### config.mk
export PLATFORM = sky130hd
export DESIGN_NAME = svl_cell
export DESIGN_NICKNAME = d
export VERILOG_FILES = /design/src/rtl/svl_pkg.sv /design/src/rtl/svl_cell.sv
export SDC_FILE = /design/constraint.sdc
export NUM_CORES = 1
export LEC_CHECK = 0
export BUFFER_PORTS_ARGS = -buffer_cell sky130_fd_sc_hd__buf_2
export CAP_MARGIN = 15
export CORE_MARGIN = 2
export CORE_UTILIZATION = 30
export CTS_CLUSTER_SIZE = 20
export DETAILED_ROUTE_END_ITERATION = 7
export PLACE_DENSITY = 0.69
export SLEW_MARGIN = 20
export SYNTH_ARGS = -nofsm -noshare
export SYNTH_HDL_FRONTEND = slang
export SYNTH_SLANG_ARGS = --single-unit
### constraint.sdc
create_clock -name clk -period 9.6 [get_ports clk]
set_clock_uncertainty 0.05 [all_clocks]
set_input_delay 1.92 -clock clk [delete_from_list [all_inputs] [get_ports clk]]
set_output_delay 1.92 -clock clk [all_outputs]
set_load 0.01 [all_outputs]
### src/rtl/svl_pkg.sv
`timescale 1ns / 1ps
// ----------------------------------------------------------------------------
// Sorted value list package
// Shared widths, the cell command struct and the controller state type.
// ----------------------------------------------------------------------------
package svl_pkg;

    localparam int DATA_W    = 32;
    localparam int POS_W     = 5;
    localparam int CNT_W     = 6;
    localparam int MAX_CELLS = 32;

    typedef enum logic [1:0] {
        CELL_HOLD,
        CELL_ADD,
        CELL_DEL,
        CELL_ROT
    } cell_op_t;

    typedef struct packed {
        cell_op_t                  op;
        logic signed [DATA_W-1:0] value;
    } cell_ctl_t;

    typedef enum logic {
        ST_IDLE,
        ST_EMIT
    } svl_state_t;

endpackage

### src/rtl/svl_cell.sv
`timescale 1ns / 1ps
// ----------------------------------------------------------------------------
// Sorted value list cell
// Holds one list entry and updates it from its neighbors for an insert, a
// delete or one step of the output rotation.
// ----------------------------------------------------------------------------
module svl_cell
(
    input  logic                              clk,
    input  svl_pkg::cell_ctl_t                ctl,
    input  logic                              occupied,
    input  logic                              tail,
    input  logic signed [svl_pkg::DATA_W-1:0] head_value,
    input  logic signed [svl_pkg::DATA_W-1:0] left_value,
    input  logic                              left_greater,
    input  logic signed [svl_pkg::DATA_W-1:0] right_value,
    input  logic                              match_in,
    output logic signed [svl_pkg::DATA_W-1:0] value,
    output logic                              greater,
    output logic                              match_out
);

    logic signed [svl_pkg::DATA_W-1:0] value_reg;
    logic signed [svl_pkg::DATA_W-1:0] value_next;

    assign value     = value_reg;
    assign greater   = !occupied || (value_reg > ctl.value);
    assign match_out = match_in || (occupied && (value_reg == ctl.value));

    always_comb
    begin
        case (ctl.op)
            svl_pkg::CELL_ADD:
            begin
                if (greater)
                    value_next = left_greater ? left_value : ctl.value;
                else
                    value_next = value_reg;
            end
            svl_pkg::CELL_DEL:
            begin
                value_next = match_out ? right_value : value_reg;
            end
            svl_pkg::CELL_ROT:
            begin
                value_next = tail ? head_value : right_value;
            end
            default:
            begin
                value_next = value_reg;
            end
        endcase
    end

    always_ff @(posedge clk)
    begin
        value_reg <= value_next;
    end

endmodule

After elaboration in Yosys (flattened, before gate mapping):

Index checks and enable logic that the tools add are counted.

* output and inout bits: 34
* register bits after elaboration: 32

* eq/ne operators: 6
* multiplexer cells: 5
* reductions and logical operators: 6
* magnitude comparators: 1

Operators with widths (count)
* 32-bit 2-to-1 mux: 4
* 32-bit case mux with 3 select lines: 1
* 32-bit == test: 1
* 32-bit greater-than comparator: 1
* 2-bit == test, second input constant: 2
* 2-bit != test, second input constant: 2
* 3-bit AND reduction: 1
* 3-bit nonzero test: 1
* 2-bit by 1-bit == test with 1-bit output, second input constant: 1
* 1-bit logical OR: 2
* 1-bit logical AND: 1
* 1-bit zero test: 1

Longest topological paths before layout:

Gate-level depths: netlist of run 1.

* depth after elaboration: 5
* depth in mapped cells: 8
* depth with buffers taken out: 8

Least setup slack after synthesis of run 1:

No wires, ideal clock.

* kind: input to output
* from: input ctl[14] in the netlist's numbering
* to: output greater
* data required time: 7.630 ns
* arrival time: 3.236 ns
* setup slack: 4.394 ns
* stages on the path: 8
* path buffers: 0
* cells stage by stage: inv_1 ha_1 nand4_2 nor4_2 o21ai_1 a31oi_1 a211oi_2 o21ai_1

* longest elaborated chain between the ends: 2

Ends and longest elaborated chain
* start: declaration: line svl_cell.sv:10 `input svl_pkg::cell_ctl_t ctl,`
* 32-bit greater-than comparator: line svl_cell.sv:27 `assign greater = !occupied || (value_reg > ctl.value);`
* 1-bit logical OR: line svl_cell.sv:27
* end: declaration: line svl_cell.sv:19 `output logic greater,`

Every way passes these cells.

Worst setup path after layout of run 1:

* from: input ctl[25] in the netlist's numbering
* to: output greater

Same word-level chain as after synthesis.

==> results of run 1 <==
[synthesized netlist by cell type]
master      n  area (um^2)
nand3_1     3         15.0
clkbuf_1    9         33.8
a2111oi_1   1         10.0
nand2_1    11         41.3
edfxtp_1   32          961
o21a_1      1         7.51
mux2i_1    32          320
a211oi_1   33          248
nand2b_1    2         12.5
buf_2       4         20.0
a31oi_1     1         6.26
nor4_2      2         25.0
o21ai_0     2         10.0
a21oi_1    42          210
a21o_1      3         22.5
nor2b_1     2         12.5
nand4_1     4         25.0
nand3b_1    1         7.51
or2_1       1         6.26
o21ai_1     5         25.0
nand4_2     2         25.0
inv_1      34          128
or2b_1      1         7.51
buf_1       4         15.0
a2bb2oi_1   1         8.76
a211oi_2    1         12.5
nor2_1     37          139
ha_1       32          400
a2111oi_2   1         15.0
[through the flow]
stage               area, um^2  utilization [%]  setup slack [ns]
CTS                       3810             41.8              3.82
global placement          3700             40.6              3.78
finish                    3840             42.1              3.88
floorplan                 2770                -              4.39
global route              3840             42.1              3.62
detailed placement        3700             40.6              3.84
[kinds of logic (layout without fill, tap and decap cells)]
group,after synthesis,count (layout),synth area share (%)
AND/OR/NAND/NOR,66,66,11.4
AO/OA/AOI/OAI,91,91,20.8
multiplexers,32,32,11.6
adder cells (fa/ha/maj),32,32,14.5
buffers and inverters,51,212,7.09
flip-flops,32,32,34.7
[area by class of cell]
cell class              count  area [um^2]  area share, %
multi-input cells         221         1630           42.4
flip-flops and latches     32          961           25.0
repair buffers            170          878           22.9
well taps                 111          139           3.62
inverters                  34          128           3.32
clock buffers               5         68.8           1.79
clock inverters             3         37.5          0.978
[power by group through the flow]
stage	Sequential, mW	Clock (mW)	Combinational (mW)
global placement	0.192	0	0.161
global route	0.192	0.138	0.186
detailed placement	0.193	0	0.164
floorplan	0.201	0	0.0857
finish	0.189	0.129	0.165
CTS	0.190	0.134	0.164
[cell usage in the layout, fill, tap and decap left out, drive strengths merged]
cell type  count
a2111oi        2
clkinv         2
nor2          37
clkbuf         5
nand3b         1
o21ai          7
a21o           3
bufinv         1
nand2b         2
a31oi          1
or2            1
nand3          3
nand4          6
ha            32
or2b           1
mux2i         32
a211oi        34
a2bb2oi        1
edfxtp        32
nor4           2
o21a           1
a21oi         42
inv           34
buf          170
nand2         11
nor2b          2
[critical path: cells and delay by family]
kind / cells / cell delay, ns
buffers and inverters: 3 / 0.27
adders and majority gates: 1 / 0.29
AOI/OAI and AO/OA: 6 / 1.25
[worst paths after layout]
check	end	cells past startpoint
min	value[5]	4
max reg2reg	value[18]	8
min reg2reg	value[5]	4
max	greater	10
[routing by layer]
metal | share of wire (%) | GRT usage [%] | vias up
li1 | - | - | 1442
met1 | 44 | 18.8 | 1247
met2 | 48 | 27.1 | 111
met3 | 7.1 | 3.41 | 6
met4 | 0.86 | 4.11 | 0
met5 | 0 | 0 | -
==> out/qor.yml, run 1 <==
outcome: "completed"
gp_congestion: 0.764
p_seq_share_pct: 39.2
crit_top_cell: "o21ai_1"
switching_share_pct: 31.5
cts_sinks: 32
clockPowerShare_pct: 26.6
p_int_mw: 0.331
ir_drop_uv: 63.7
dieWidth_um: 100
period_share_pct: 59.6
hold_buffers: 0
largest_register_ffs: 32
arrival_ns: 3.75
syn-instance-count: 304
rsz0062_at_grt: "false"
core_um2: 9110
drive_gt1_share_pct: 39.6
avgRoutedWirePerCell_um: 13.7
ys_warn_count: 0
clock.fmax_mhz: 175
initial_core_util_pct: 30.4
vias_per_cell: 4.87
fp-row-count: 35
overflow: 0
drt_iter0_drc: 52
die-area_um2: 10000
synth_cell_types: 29
cts-resized-gates: 0
io-pin-count: 169
antennaDiodeCount: 0
vias: 2806
start_kind: "input port"
reg2reg_slack_ns: 6.68
drt_wl_total_um: 7870
pwr-share-comb_pct: 34.2
finalSetupViolations: 0
cap_violations: 0
p_leak_nw: 2.01
grt_pass1_wl_um: 12300
hold_class: "reg -> reg"
power_mw: 0.484
power.density_nw_per_um2: 126
clock_path_buffers: 2
post-place-cells: 567
ant_nets: 0
synth-seq-cells: 32
portBuffers: 168
tightest_slew_ns: 1.03
cts.reportedPaths.clkPinSlew_ns: 0.08
syn_area_um2: 2770
worstPathCellList: "buf_2 > inv_1 > ha_1 > a21oi_1 > o21ai_1 > a2111oi_2 > o21ai_1 > a211oi_2 > o21ai_1 > buf_2"
clockRootBuffer: "clkbuf_8"
crit_slowest_cell: "a2111oi_2"
finalHoldViolations: 0
clk_latency_ns: 0.28
hp-start: "value[31]"
timing.critical_path.from: "ctl[25]"
antenna_found_initial: 0
worstSetupPathType: "in -> out"
cp_data_required_time_ns: 7.63
cp-end-kind: "output pin"
power_switching_mw: 0.152
num-nets-final: 631
grt_usage_pct: 15.3
cpPeakStageDelay_ns: 0.35
crit_fanout: 2
fp.dieH_um: 100
holdWs_ns: 1.31
r2r_start: "value[15]"
synth_seq_area_share_pct: 34.7
grt_pass1_vias: 2711
cts_tree: "yes"
drt_pass1_iterations: 4
drc: 0
cts_setup_buffers: 0
dp_hpwl_um: 6190
final_cells: 576
finalSetupTns_ns: 0
area_growth_pct: 38.6
grt_max_degree: 66
drv_slew: 0
cts_inserted_buffers: 5
h-tree-depth: 2
period_needed_ns: 5.72
relSlewSlack_pct: 30.8
synth_nets: 471
avgSynthCellArea_um2: 9.11
nFillCells: 959
(Power assumes the default switching activity.)
==> inputs of run 2 (changes only) <==
Settings changed: ABC_AREA set to 1, PLACE_DENSITY 0.69 to 0.68.
Clock period 9.6 ns to 5.5 ns, I/O delays scaled along.
==> out/qor.yml, run 2 <==
holdWs_ns: 1.07  # was 1.31 ns
clock.fmax_mhz: 265
overflow: 0  # unchanged
drv_slew: 0  # unchanged
crit_family: "simple AND/OR/NAND/NOR gates"  # was compound AO/OA/AOI/OAI gates
ant_nets: 0  # unchanged
gp_congestion: 0.810  # was 0.764
grt_max_degree: 64  # was 66
cts_inserted_buffers: 5  # unchanged
avgSynthCellArea_um2: 7.40  # was 9.11 um^2
finalHoldViolations: 0  # unchanged
start_kind: "input port"  # unchanged
portBuffers: 168  # unchanged
cp-end-kind: "output pin"  # unchanged
io-pin-count: 169  # unchanged
mostFrequentLayoutCell: "buf_2"  # unchanged
dieWidth_um: 104  # was 100 um
drive_gt1_share_pct: 34.6  # was 39.6%
clock_path_buffers: 2  # unchanged
grt_usage_pct: 17.8  # was 15.3%
path_buf_inv: 3  # unchanged
fp.dieH_um: 104  # was 100 um
cts_setup_buffers: 0  # unchanged
fin_util_pct: 41.2  # was 42.1%
cts-resized-gates: 0  # unchanged
ys_warn_count: 0  # unchanged
ir_drop_uv: 132  # was 63.7 uV
timing.critical_path.from: "ctl[31]"  # was ctl[25]
dp_hpwl_um: 7350  # was 6190 um
synth_nets: 570  # was 471
final_cell_mix: "buf_2, nand2_1, o21ai_0, a21oi_1, inv_1"  # was buf_2, a21oi_1, nor2_1, inv_1, a211oi_1
synth_simple_gate_area_share_pct: 19.0  # was 11.4%
die-area_um2: 10800  # was 10,000 um^2
synth_compound_area_share_pct: 26.1  # was 20.8%
yosys.area.top_type: "edfxtp_1"  # unchanged
cp_data_required_time_ns: 4.35  # was 7.63 ns
arrival_ns: 2.62  # was 3.75 ns
synthTopCellsByCount: "nand2_1, o21ai_0, a21oi_1"  # was a21oi_1, nor2_1, inv_1
rsz0062_at_grt: "false"  # unchanged
p_leak_nw: 1.96  # was 2.01 nW
synth_edf_count: 32  # unchanged
hold_class: "in -> reg"  # was reg -> reg
initial_core_util_pct: 30.6  # was 30.4%
tightest_slew_ns: 0.999  # was 1.03 ns
syn_area_um2: 2980  # was 2770 um^2
clockRootBuffer: "clkbuf_8"  # unchanged
grt_pass1_wl_um: 15700  # was 12,300 um
outcome: "completed"  # unchanged
drt_wl_total_um: 9620  # was 7870 um
r2r_start: "value[31]"  # was value[15]
synth.most_common_cell: "nand2_1"  # was a21oi_1
synth.area.mux_share_pct: 0  # was 11.6%
yosys.area_share.xor_xnor_pct: 0  # unchanged
cts_tree: "yes"  # unchanged
worstPathCellList: "buf_2 > inv_1 > ha_1 > nand2_1 > nor2_2 > nand2_2 > nor3_2 > nand2_1 > nand3_1 > nand3_2 > and2_1 > buf_2"  # was buf_2 > inv_1 > ha_1 > a21oi_1 > o21ai_1 > a2111oi_2 > o21ai_1 > a211oi_2 > o21ai_1 > buf_2
setup_ws_ns: 1.73  # was 3.88 ns
power.density_nw_per_um2: 212  # was 126 nW/um^2
antennaDiodeCount: 0  # unchanged
cap_violations: 0  # unchanged
yosys.area_share.adder_pct: 13.4  # was 14.5%
crit_slowest_cell: "ha_1"  # was a2111oi_2
period_share_pct: 68.6
area_growth_pct: 34.5  # was 38.6%
drc: 0  # unchanged
num-nets-final: 726  # was 631
crit_cells: 12  # was 10
synth-seq-cells: 32  # unchanged
cpPeakStageDelay_ns: 0.38  # was 0.35 ns
finalSetupTns_ns: 0  # unchanged
avgRoutedWirePerCell_um: 13.9  # was 13.7 um
h-tree-depth: 2  # unchanged
relSlewSlack_pct: 33.3  # was 30.8%
period_needed_ns: 3.77
hp-start: "left_value[25]"  # was value[31]
syn-instance-count: 403  # was 304
hold_buffers: 0  # unchanged
fin_area_um2: 4010  # was 3840 um^2
drt_pass1_iterations: 5  # was 4
synth_seq_area_share_pct: 32.2  # was 34.7%
synth-main-ff-cell: "edfxtp_1"  # unchanged
hold_path_depth: 3  # was 4
cts.reportedPaths.clkPinSlew_ns: 0.07  # was 0.08 ns
core_um2: 9730  # was 9110 um^2
synth.top_cell.area_share_pct: 32.2  # was 34.7%
nFillCells: 1068  # was 959
rr_worst_depth: 10  # was 8
vias_per_cell: 4.87  # about the same
crit_fanout: 4  # was 2
worstSetupPathType: "in -> out"  # unchanged
place_area_um2: 3900  # was 3700 um^2
clk_latency_ns: 0.28  # about the same
vias: 3375  # was 2,806
grt_pass1_vias: 3345  # was 2,711
drt_iter0_drc: 210  # was 52
fp-row-count: 36  # was 35
largest_register_ffs: 32  # unchanged
place_ws_ns: 1.59  # was 3.84 ns
finalSetupViolations: 0  # unchanged
synth_top_family_by_area: "compound AO/OA/AOI/OAI gates"  # unchanged
cts_sinks: 32  # unchanged
synthArstFlopShare_pct: 0  # unchanged
antenna_found_initial: 1  # was 0
synth_area_leaders: "edfxtp_1, ha_1, o21ai_0"  # was edfxtp_1, ha_1, mux2i_1
synth_cell_types: 29  # unchanged
## run 2: changes by cell type after synthesis, moves of 14 or more
cell,change
nand2_1,+56
o21ai_0,+54
mux2i_1,-32
o211ai_1,+27
nand3_1,+14
a211oi_1,-33
## run 2: stage by stage
step | power, mW | std cells
global route | 0.914 | 693
global placement | 0.626 | 685
finish | 0.849 | 693
floorplan | 0.505 | 403
CTS | 0.863 | 693
detailed placement | 0.634 | 685
## run 2: final timing paths
| path | slack, ns | endpoint |
|---|---|---|
| worst max-delay path | 1.73 | greater |
| worst min-delay path | 1.07 | value[25] |
| worst max register to register | 2.50 | value[21] |
| worst min register to register | 1.65 | value[26] |
## run 2: kinds of logic (layout without fill, tap and decap cells)
logic type,Yosys count,after routing
buf+inv,68,225
simple gates,132,132
flops,32,32
compound gates,139,139
fa+ha+maj,32,32
## run 2: worst reg2reg max path: stages, from the launching register on
cell,delay [ns]
edfxtp_1,0.40
ha_1,0.40
nand2_1,0.11
nor2_2,0.17
nand2_2,0.10
nor3_2,0.11
nand3_1,0.12
nand2_1,0.10
o21ai_0,0.08
nand2_1,0.67
buf_4,0.39
## run 2: per-layer routing
metal | up-vias | wire [um] | GRT usage, %
li1 | 1711 | - | -
met1 | 1526 | 4320 | 22.6
met2 | 129 | 4530 | 31.2
met3 | 7 | 676 | 3.84
met4 | 2 | 76 | 3.86
met5 | - | 13 | 0
## run 2: power breakdown
group          leakage [nW]  switching, mW  internal, mW
combinational          1.59          0.172         0.125
clock                0.0552         0.0877         0.134
sequential            0.322         0.0177         0.311
total                  1.96          0.278         0.571
## run 2: final cells by class
class / instances / area, um^2 / share of cell area [%]
tap: 133 / 166 / 4.15
sequential: 32 / 961 / 24.0
multi-input combinational: 303 / 1750 / 43.5
clock inverter: 2 / 35.0 / 0.874
inverter: 48 / 181 / 4.52
clock buffer: 6 / 72.6 / 1.81
timing repair buffer: 169 / 848 / 21.2
